$ cat config.mk
export PLATFORM = sky130hd
export DESIGN_NAME = sector_cache_tag_manager
export DESIGN_NICKNAME = d
export VERILOG_FILES = /design/src/hdl/sctm_pkg.sv /design/src/hdl/sctm_tag_store.sv /design/src/hdl/sctm_seq.sv /design/src/hdl/sector_cache_tag_manager.sv
export SDC_FILE = /design/constraint.sdc
export NUM_CORES = 1
export LEC_CHECK = 0
export ABC_CLOCK_PERIOD_IN_PS = 7060
export BUFFER_PORTS_ARGS = -buffer_cell sky130_fd_sc_hd__buf_2
export CAP_MARGIN = 0
export CORE_MARGIN = 2
export CORE_UTILIZATION = 60
export DETAILED_ROUTE_END_ITERATION = 8
export HOLD_SLACK_MARGIN = 0.02
export PLACE_DENSITY = 0.77
export SETUP_SLACK_MARGIN = 0.5
export SYNTH_ARGS = -nofsm -noshare
export SYNTH_HDL_FRONTEND = slang
export SYNTH_HIERARCHICAL = 1
export SYNTH_SLANG_ARGS = --single-unit
$ cat constraint.sdc
create_clock -name clock -period 7.06 [get_ports clock]
set_clock_uncertainty 0.05 [all_clocks]
set_input_delay 0.706 -clock clock [delete_from_list [all_inputs] [get_ports clock]]
set_output_delay 0.706 -clock clock [all_outputs]
set_load 0.005 [all_outputs]
$ cat src/hdl/sctm_pkg.sv
// ----------------------------------------------------------------------------
// sctm_pkg
// shared types and constants of the sector cache tag manager
// ----------------------------------------------------------------------------
`default_nettype none

package sctm_pkg;

   localparam int SLOTS = 15;
   localparam int SLOT_W = 4;
   localparam int TAG_W = 32;
   localparam int ERR_W = 2;

   localparam logic [SLOT_W-1:0] SLOT_LIMIT = SLOT_W'(SLOTS);
   localparam logic [SLOT_W:0] SLOT_LIMIT_X = (SLOT_W + 1)'(SLOTS);
   localparam logic [ERR_W-1:0] ERR_NONE = '0;

   typedef enum logic {
      REQ_SECTOR = 1'b0,
      REQ_DONE = 1'b1
   } req_kind_type;

   typedef enum logic [1:0] {
      OUT_HIT = 2'd0,
      OUT_REFETCH = 2'd1,
      OUT_FILL = 2'd2,
      OUT_DONE = 2'd3
   } outcome_type;

   typedef enum logic [1:0] {
      ST_IDLE,
      ST_SCAN,
      ST_ALLOC
   } state_type;

   typedef struct packed {
      logic tag_we;
      logic err_we;
      logic [SLOT_W-1:0] addr;
      logic [TAG_W-1:0] tag;
      logic [ERR_W-1:0] err;
   } store_wr_type;

endpackage

`default_nettype wire

$ cat src/hdl/sctm_tag_store.sv
// ----------------------------------------------------------------------------
// sctm_tag_store
// slot tags and per-slot fetch status, one write and one read port
// ----------------------------------------------------------------------------
`default_nettype none

module sctm_tag_store
   import sctm_pkg::*;
(
   input wire logic clock,
   input wire logic reset,
   input wire store_wr_type wr,
   input wire logic [SLOT_W-1:0] rd_addr,
   output logic [TAG_W-1:0] rd_tag,
   output logic [ERR_W-1:0] rd_err
);

   logic [TAG_W-1:0] tags_ff [SLOTS];
   logic [ERR_W-1:0] errs_ff [SLOTS];

   always_ff @(posedge clock) begin
      if (wr.tag_we) begin
         tags_ff[wr.addr] <= wr.tag;
      end
   end

   always_ff @(posedge clock) begin
      if (reset) begin
         for (int i = 0; i < SLOTS; i++) begin
            errs_ff[i] <= ERR_NONE;
         end
      end else if (wr.err_we) begin
         errs_ff[wr.addr] <= wr.err;
      end
   end

   assign rd_tag = tags_ff[rd_addr];
   assign rd_err = errs_ff[rd_addr];

endmodule

`default_nettype wire

$ cat src/hdl/sctm_seq.sv
// ----------------------------------------------------------------------------
// sctm_seq
// sequencer: slot scan over one shared tag comparator, allocation, results
// ----------------------------------------------------------------------------
`default_nettype none

module sctm_seq
   import sctm_pkg::*;
(
   input wire logic clock,
   input wire logic reset,
   input wire logic start,
   output logic busy,
   input wire logic req_type,
   input wire logic [TAG_W-1:0] req_sector,
   input wire logic [SLOT_W-1:0] req_done_slot,
   input wire logic [ERR_W-1:0] req_fetch_status,
   output logic rsp_valid,
   output logic [1:0] rsp_outcome,
   output logic [SLOT_W-1:0] rsp_result_slot,
   output store_wr_type wr,
   output logic [SLOT_W-1:0] rd_addr,
   input wire logic [TAG_W-1:0] rd_tag,
   input wire logic [ERR_W-1:0] rd_err
);

   state_type state_ff, state_in;
   logic [TAG_W-1:0] sector_ff, sector_in;
   logic [SLOT_W-1:0] idx_ff, idx_in;
   logic [SLOT_W-1:0] count_ff, count_in;
   logic [SLOT_W-1:0] ptr_ff, ptr_in;
   logic rsp_valid_ff, rsp_valid_in;
   outcome_type outcome_ff, outcome_in;
   logic [SLOT_W-1:0] slot_ff, slot_in;
   logic [SLOT_W:0] idx_next;
   logic [SLOT_W-1:0] victim;
   logic [SLOT_W:0] victim_next;

   always_ff @(posedge clock) begin
      if (reset) begin
         state_ff <= ST_IDLE;
         count_ff <= '0;
         ptr_ff <= '0;
         rsp_valid_ff <= 1'b0;
      end else begin
         state_ff <= state_in;
         count_ff <= count_in;
         ptr_ff <= ptr_in;
         rsp_valid_ff <= rsp_valid_in;
      end
   end

   always_ff @(posedge clock) begin
      sector_ff <= sector_in;
      idx_ff <= idx_in;
      outcome_ff <= outcome_in;
      slot_ff <= slot_in;
   end

   assign idx_next = {1'b0, idx_ff} + 1'b1;
   assign victim = (count_ff < SLOT_LIMIT) ? count_ff :
                   ((ptr_ff >= SLOT_LIMIT) ? '0 : ptr_ff);
   assign victim_next = {1'b0, victim} + 1'b1;

   always_comb begin
      state_in = state_ff;
      sector_in = sector_ff;
      idx_in = idx_ff;
      count_in = count_ff;
      ptr_in = ptr_ff;
      rsp_valid_in = 1'b0;
      outcome_in = outcome_ff;
      slot_in = slot_ff;
      wr = '0;
      unique case (state_ff)
         ST_IDLE: begin
            if (start) begin
               if (req_type == REQ_DONE) begin
                  wr.err_we = (req_done_slot < SLOT_LIMIT);
                  wr.addr = req_done_slot;
                  wr.err = req_fetch_status;
                  rsp_valid_in = 1'b1;
                  outcome_in = OUT_DONE;
                  slot_in = req_done_slot;
               end else begin
                  sector_in = req_sector;
                  idx_in = '0;
                  state_in = (count_ff == '0) ? ST_ALLOC : ST_SCAN;
               end
            end
         end
         ST_SCAN: begin
            if (rd_tag == sector_ff) begin
               rsp_valid_in = 1'b1;
               slot_in = idx_ff;
               state_in = ST_IDLE;
               if (rd_err != ERR_NONE) begin
                  outcome_in = OUT_REFETCH;
                  wr.err_we = 1'b1;
                  wr.addr = idx_ff;
                  wr.err = ERR_NONE;
               end else begin
                  outcome_in = OUT_HIT;
               end
            end else if (idx_next >= {1'b0, count_ff}) begin
               state_in = ST_ALLOC;
            end else begin
               idx_in = idx_next[SLOT_W-1:0];
            end
         end
         ST_ALLOC: begin
            wr.tag_we = 1'b1;
            wr.err_we = 1'b1;
            wr.addr = victim;
            wr.tag = sector_ff;
            wr.err = ERR_NONE;
            if (count_ff < SLOT_LIMIT) begin
               count_in = count_ff + 1'b1;
            end else begin
               ptr_in = (victim_next >= SLOT_LIMIT_X) ? '0 : victim_next[SLOT_W-1:0];
            end
            rsp_valid_in = 1'b1;
            outcome_in = OUT_FILL;
            slot_in = victim;
            state_in = ST_IDLE;
         end
         default: begin
            state_in = ST_IDLE;
         end
      endcase
   end

   assign busy = (state_ff != ST_IDLE);
   assign rd_addr = idx_ff;
   assign rsp_valid = rsp_valid_ff;
   assign rsp_outcome = outcome_ff;
   assign rsp_result_slot = slot_ff;

endmodule

`default_nettype wire

$ cat src/hdl/sector_cache_tag_manager.sv
// ----------------------------------------------------------------------------
// sector_cache_tag_manager
// tag manager of a fully associative cache of disk sectors, round-robin refill
//
//   channel   ports                                         handshake
//   request   req_type req_sector req_done_slot             start & !busy
//             req_fetch_status
//   result    rsp_outcome rsp_result_slot                   rsp_valid, one cycle
//
// a completion report does not raise busy
// a sector request raises busy while one 32-bit comparator checks one filled
// slot a cycle and, on a miss, while a slot is allocated
// the result strobes in the cycle busy falls; a new item may start then
// synchronous reset clears fetch status, fill count and replace pointer
// results cannot be stalled
// ----------------------------------------------------------------------------
`default_nettype none

module sector_cache_tag_manager
   import sctm_pkg::*;
(
   input wire logic clock,
   input wire logic reset,
   input wire logic start,
   output logic busy,
   input wire logic req_type,
   input wire logic [TAG_W-1:0] req_sector,
   input wire logic [SLOT_W-1:0] req_done_slot,
   input wire logic [ERR_W-1:0] req_fetch_status,
   output logic rsp_valid,
   output logic [1:0] rsp_outcome,
   output logic [SLOT_W-1:0] rsp_result_slot
);

   store_wr_type wr;
   logic [SLOT_W-1:0] rd_addr;
   logic [TAG_W-1:0] rd_tag;
   logic [ERR_W-1:0] rd_err;

   sctm_tag_store u_store (
      .clock(clock),
      .reset(reset),
      .wr(wr),
      .rd_addr(rd_addr),
      .rd_tag(rd_tag),
      .rd_err(rd_err)
   );

   sctm_seq u_seq (
      .clock(clock),
      .reset(reset),
      .start(start),
      .busy(busy),
      .req_type(req_type),
      .req_sector(req_sector),
      .req_done_slot(req_done_slot),
      .req_fetch_status(req_fetch_status),
      .rsp_valid(rsp_valid),
      .rsp_outcome(rsp_outcome),
      .rsp_result_slot(rsp_result_slot),
      .wr(wr),
      .rd_addr(rd_addr),
      .rd_tag(rd_tag),
      .rd_err(rd_err)
   );

   a_done_result: assert property (@(posedge clock) disable iff (reset)
      (start && !busy && req_type == REQ_DONE) |=>
         (rsp_valid && rsp_outcome == OUT_DONE && rsp_result_slot == $past(req_done_slot)))
      else $error("completion item without matching result");

   a_sector_busy: assert property (@(posedge clock) disable iff (reset)
      (start && !busy && req_type == REQ_SECTOR) |=> (busy && !rsp_valid))
      else $error("sector item did not start a lookup");

   a_slot_range: assert property (@(posedge clock) disable iff (reset)
      (rsp_valid && rsp_outcome != OUT_DONE) |-> (rsp_result_slot < SLOT_LIMIT))
      else $error("lookup result names a slot out of range");

   a_lookup_ends: assert property (@(posedge clock) disable iff (reset)
      (rsp_valid && rsp_outcome != OUT_DONE) |-> (!busy && $past(busy)))
      else $error("lookup result outside the end of a lookup");

endmodule

`default_nettype wire
==> results of run 1 <==
cells in the mapped netlist, drive strengths merged:
cell     number
xnor2         4
o2bb2ai       1
a22o          3
nand3        15
buf          46
o22ai         8
mux4         96
a211oi        8
clkbuf       23
nand4         8
and4          1
nor4          8
nor3b         2
a22oi        32
a31o          1
o31a          1
inv          16
o221ai        1
or3b          4
xor2         33
nor2b        19
nand2        43
o211ai       26
o21a          1
or2          17
dfxtp        11
o31ai         1
mux2i        42
a21oi        52
nor2         70
and2         69
nand2b       15
a31oi        10
o21ai         7
edfxtp      554
and3          3
nor3          5
a211o         9
a311oi        1
or3           1
a21o          1
ha           14
a32oi         1
registers in the layout, indices dropped and copies added, names as in the netlist, 2 cells and up:
| register | cells |
|---|---|
| u_store/tags_ff | 480 |
| u_seq/sector_ff | 32 |
| u_store/errs_ff | 32 |
| u_seq/count_ff | 4 |
| u_seq/ptr_ff | 4 |
| u_seq/rd_addr | 4 |
| u_seq/rsp_result_slot | 4 |
| u_seq/rsp_outcome | 2 |
| u_seq/state_ff | 2 |
where the power goes:
group | switching (W) | leakage [nW] | total (W) | internal [W]
logic | 0.00180 | 2.41 | 0.00292 | 0.00112
clock network | 0.00120 | 0.809 | 0.00273 | 0.00153
registers | 0.000114 | 5.24 | 0.00427 | 0.00415
worst max path at each step:
stage	end	slack, ns	startpoint
after floorplan	u_store/tags_ff[13][0]	0.78	u_seq/rd_addr[0]
after CTS	u_store/tags_ff[6][28]	0.93	u_seq/rd_addr[1]
final	u_store/tags_ff[6][28]	0.89	u_seq/rd_addr[0]
after global routing	u_store/tags_ff[6][15]	0.58	u_seq/rd_addr[0]
after detailed placement	u_store/tags_ff[6][23]	0.95	u_seq/rd_addr[1]
after global placement	u_store/tags_ff[6][23]	1.18	u_seq/rd_addr[0]
kinds of logic (layout without fill, tap and decap cells):
| family | Yosys count | count (layout) | synth area share, % |
|---|---|---|---|
| AO/OA/AOI/OAI | 164 | 164 | 4.742 |
| XOR/XNOR | 37 | 37 | 1.412 |
| adder cells (fa/ha/maj) | 14 | 14 | 0.7630 |
| buffers and inverters | 85 | 203 | 2.006 |
| flip-flops | 565 | 565 | 73.42 |
| multiplexers | 138 | 138 | 11.25 |
| AND/OR/NAND/NOR | 280 | 280 | 6.404 |
per-layer routing:
layer / track usage (%) / part of all wire (%)
met5: 0 / 0
met4: 7.023 / 2.1
met3: 5.451 / 7.9
met2: 43.09 / 50
met1: 36.19 / 40
cell type report:
type / instances / area, sq um / share of cell area (%)
Clock buffer: 64 / 1410 / 5.502
Clock inverter: 32 / 231.5 / 0.9032
Inverter: 16 / 60.06 / 0.2344
Multi-Input combinational cell: 633 / 5757 / 22.46
Sequential cell: 565 / 16860 / 65.77
Tap cell: 511 / 639.4 / 2.495
Timing Repair Buffer: 91 / 673.1 / 2.627
per-stage QoR:
step                      std cells  hold slack (ns)  power, W  setup WS [ns]
final                          1912           0.2303  0.009915         0.8897
after global routing           1912           0.2147   0.01030         0.5848
after CTS                      1912           0.2050  0.009942         0.9304
after detailed placement       1816           0.4627  0.007216         0.9488
after global placement         1816           0.4581  0.007134          1.178
after floorplan                1283           0.4286  0.006372         0.7836
placed cells by master (no fill, tap or decap), drive strengths merged, types with 9 or more instances in the layout:
master | Yosys | layout
edfxtp | 554 | 554
mux4 | 96 | 96
buf | 46 | 91
nor2 | 70 | 70
and2 | 69 | 69
clkbuf | 23 | 64
a21oi | 52 | 52
nand2 | 43 | 43
mux2i | 42 | 42
xor2 | 33 | 33
a22oi | 32 | 32
o211ai | 26 | 26
clkinv | 0 | 25
nor2b | 19 | 19
inv | 16 | 19
or2 | 17 | 17
nand3 | 15 | 15
nand2b | 15 | 15
ha | 14 | 14
dfxtp | 11 | 11
a31oi | 10 | 10
a211o | 9 | 9
==> impl_metrics.env, run 1 <==
export IMPL_fillers=2392
export IMPL_viasPerCell=6.327
export IMPL_core_sq_um=37670
export IMPL_final_hold_viol_count=0
export IMPL_synth_nets=1339
export IMPL_holdPathStages=1
export IMPL_routed_wl_um=50530
export IMPL_path_class="reg2reg"
export IMPL_syn_inst=1283
export IMPL_cp_top_family="simple AND/OR/NAND/NOR gates"
export IMPL_worstSetupStartpointType="register"
export IMPL_crit_chain="buf_12 > mux4_2 > a22oi_1 > o211ai_1 > xor2_1 > nor4_1 > buf_4 > nand4_1 > or3_4 > or3b_1 > a21oi_1 > nor2b_1 > nand2_1 > nor2_4 > buf_12"
export IMPL_synth_seq_cells=565
export IMPL_synth_top_cell_area_share_pct=72.47
export IMPL_cp_num_buf_inv=3
export IMPL_hold_class="in2reg"
export IMPL_rrSetupSlack_ns=0.89
export IMPL_maxCapViolations=0
export IMPL_max_slew_margin_rel_pct=31.79
export IMPL_cts_buffers=55
export IMPL_fmax_mhz=162.1
export IMPL_dr_pass1_iters=5
export IMPL_path_common_cell="buf_12"
export IMPL_fp_row_count=71
export IMPL_power_density_nw_per_um2=386.9
export IMPL_setup_tns_ns=0
export IMPL_die_x_um=199.6
export IMPL_start_util_pct=60.95
export IMPL_cts_tree="done"
export IMPL_area_growth_pct=11.63
export IMPL_r2r_start="u_seq/rd_addr[0]"
export IMPL_via_count=12100
export IMPL_setup_viol=0
export IMPL_cp_depth=15
export IMPL_end_kind="register"
export IMPL_port_buffers=49
export IMPL_die_y_um=199.6
export IMPL_antennaDiodeCount=0
export IMPL_overflow=0
export IMPL_worst_slew_pin_slew_ns=1.023
export IMPL_synth_warnings=6
export IMPL_cp_data_required_time_ns=7.30
export IMPL_path_max_fanout=43
export IMPL_ys_seq_area_share_pct=73.42
export IMPL_hp_start="req_sector[7]"
export IMPL_p_leak_nw=8.459
export IMPL_critical_path_max_stage_delay_ns=0.66
export IMPL_synth_area_sq_um=22960
export IMPL_finalCritPeriodShare_pct=87.40
export IMPL_syn_area_per_cell_sq_um=17.89
export IMPL_path_clk_slew_ns=0.07
export IMPL_gp_congestion=0.8170
export IMPL_arrival_ns=6.41
export IMPL_fin_crit_ns=6.170
export IMPL_ios=50
export IMPL_dpl_cell_area_sq_um=23990
export IMPL_post_cts_buffers=0
export IMPL_fin_nets=1418
export IMPL_track_usage_pct=26.20
export IMPL_yosys_area_top_type="edfxtp_1"
export IMPL_min_to="u_seq/sector_ff[7]"
export IMPL_vdd_drop_max_uv=294.1
export IMPL_ctsResizeCount=0
export IMPL_postCtsHoldBufs=0
export IMPL_fin_area_sq_um=25630
export IMPL_antenna_found_initial=0
export IMPL_grt_max_degree=77
export IMPL_cts_root_buffer="clkbuf_16"
export IMPL_rr_endpoint="u_store/tags_ff[6][28]"
export IMPL_clk_path_buf_depth=3
export IMPL_synth_cell_type_count=49
export IMPL_ys_top_cells_by_area="edfxtp_1 72%, mux4_2 9.4%, and2_1 1.9%"
export IMPL_slowest_stage="edfxtp_1"
export IMPL_wire_per_inst_um=26.43
export IMPL_drv_slew=0
export IMPL_hpwl_um=29510
export IMPL_dieArea_sq_um=39840
export IMPL_htree_levels=2
export IMPL_drive_above_1_share_pct=21.48
export IMPL_ff2ff_path_depth=15
export IMPL_drt_iter0_drc=1320
export IMPL_rsz0062_at_grt="no"
export IMPL_grt_pass1_wl_um=75130
export IMPL_remaining_drc_errors=0
export IMPL_clk_latency_ns=0.60
export IMPL_status="finished clean"
export IMPL_clock_sinks=565
export IMPL_antenna_left=0
export IMPL_grt_pass1_vias=12150
export IMPL_fin_util_pct=68.04
(Power assumes the default switching activity.)
==> inputs of run 2 (changes only) <==
- CORE_MARGIN: 2 -> 4
==> impl_metrics.env, run 2 (synthesis gave the netlist of run 1 again) <==
export IMPL_fmax_mhz=165.2
export IMPL_setup_viol=0
export IMPL_cts_tree="done"
export IMPL_ff2ff_path_depth=14
export IMPL_port_buffers=49
export IMPL_end_kind="register"
export IMPL_cts_buffers=55
export IMPL_dr_pass1_iters=5
export IMPL_worstSetupStartpointType="register"
export IMPL_grt_max_degree=71
export IMPL_cts_root_buffer="clkbuf_16"
export IMPL_grt_pass1_vias=12430
export IMPL_final_cell_mix="554 x edfxtp_1, 96 x mux4_2, 69 x and2_1"
export IMPL_via_count=12070
export IMPL_hold_class="in2reg"
export IMPL_fillers=2434
export IMPL_antenna_left=0
export IMPL_htree_levels=2
export IMPL_area_growth_pct=11.40
export IMPL_drive_above_1_share_pct=20.96
export IMPL_p_leak_nw=8.420
export IMPL_overflow=0
export IMPL_path_class="reg2reg"
export IMPL_max_slew_margin_rel_pct=30.01
export IMPL_setup_tns_ns=0
export IMPL_rsz0062_at_grt="no"
export IMPL_final_common_cell="edfxtp_1"
export IMPL_worst_slew_pin_slew_ns=1.050
export IMPL_hold_ws_ns=0.2279
export IMPL_path_clk_slew_ns=0.06
export IMPL_remaining_drc_errors=0
export IMPL_top_register="u_store/tags_ff"
export IMPL_reg_largest_list="u_store/tags_ff: 480 flops, u_seq/sector_ff: 32 flops, u_store/errs_ff: 32 flops"
export IMPL_clk_latency_ns=0.60
export IMPL_fin_crit_ns=6.053
export IMPL_maxCapViolations=0
export IMPL_dieArea_sq_um=41460
export IMPL_clock_sinks=565
export IMPL_track_usage_pct=24.06
export IMPL_holdPathStages=1
export IMPL_drt_iter0_drc=1185
export IMPL_routed_wl_um=49390
export IMPL_die_y_um=203.6
export IMPL_grt_pass1_wl_um=74890
export IMPL_status="finished clean"
export IMPL_final_hold_viol_count=0
export IMPL_post_cts_buffers=0
export IMPL_antenna_found_initial=0
export IMPL_path_max_fanout=24
export IMPL_largest_reg_flops=480
export IMPL_fin_nets=1416
export IMPL_start_util_pct=60.95
export IMPL_cp_data_required_time_ns=7.30
export IMPL_core_sq_um=37670
export IMPL_power_density_nw_per_um2=383.1
export IMPL_finalCritPeriodShare_pct=85.73
export IMPL_hpwl_um=28510
export IMPL_arrival_ns=6.29
export IMPL_clk_path_buf_depth=3
export IMPL_drv_slew=0
export IMPL_die_x_um=203.6
export IMPL_gp_congestion=0.8212
export IMPL_antennaDiodeCount=0
export IMPL_vdd_drop_max_uv=280.5
export IMPL_wire_per_inst_um=25.80
export IMPL_fp_row_count=71
export IMPL_ios=50
export IMPL_viasPerCell=6.307
## run 2: cell count changes in the layout (fill, tap and decap cells not counted), sizes merged
cell,change
buf,-2
clkinv,-2
inv,-2
clkbuf,+10
bufinv,-2
## run 2: what timing repair did
action,4_1_cts,5_1_grt
endpoints found under the hold margin,0,0
setup endpoints to repair,0,84
gates resized for setup,0,1
hold buffers,0,0
## run 2: cell type report
type,count,area [sq um],area share (%)
tap,511,639.4,2.500
multi-input combinational,633,5763,22.53
clock inverter,26,153.9,0.6018
inverter,16,60.06,0.2348
timing repair buffer,89,633.1,2.476
sequential,565,16860,65.91
clock buffer,74,1469,5.744
## run 2: final timing paths
path | start | end | slack, ns
worst max-delay path | u_seq/rd_addr[0] | u_store/tags_ff[4][6] | 1.01
worst min-delay path | req_sector[21] | u_seq/sector_ff[21] | 0.23
worst max register to register | u_seq/rd_addr[0] | u_store/tags_ff[4][6] | 1.01
worst min register to register | u_seq/count_ff[1] | u_seq/count_ff[1] | 0.48
## run 2: metrics by stage
stage	setup WS, ns	util [%]	instances	power, W	area, sq um
finish	1.007	67.90	1914	0.009797	25570
global route	0.6536	67.90	1914	0.01022	25570
CTS	0.7615	67.88	1914	0.009842	25570
detailed placement	0.8380	63.57	1814	0.007176	23950
global placement	0.8881	63.57	1814	0.007100	23950
floorplan	0.7836	-	1283	0.006372	22960
## run 2: metal layers
metal	global-route usage, %	vias to the layer above	routed length [um]
met5	0	-	0
met4	6.601	0	1166
met3	4.723	85	3898
met2	38.71	553	24090
met1	34.60	6198	20230
li1	-	5236	-
## run 2: critical path: stages (launching register included)
cell and delay (ns):
edfxtp_1 0.42, buf_4 0.45, buf_4 0.42, mux4_2 0.55, a22oi_1 0.21, o211ai_1 0.14, xor2_1 0.22, nor4_2 0.50
nand4_1 0.32, or3_4 0.48, or3b_1 0.36, a21oi_1 0.31, nand2b_1 0.41, nor2_4 0.56, buf_4 0.34
## run 2: report_power, final
part / switching [W] / total (W) / internal (W)
Combinational: 0.00173 / 0.00285 / 0.00111
Sequential: 0.000129 / 0.00428 / 0.00415
Clock: 0.00118 / 0.00267 / 0.00149
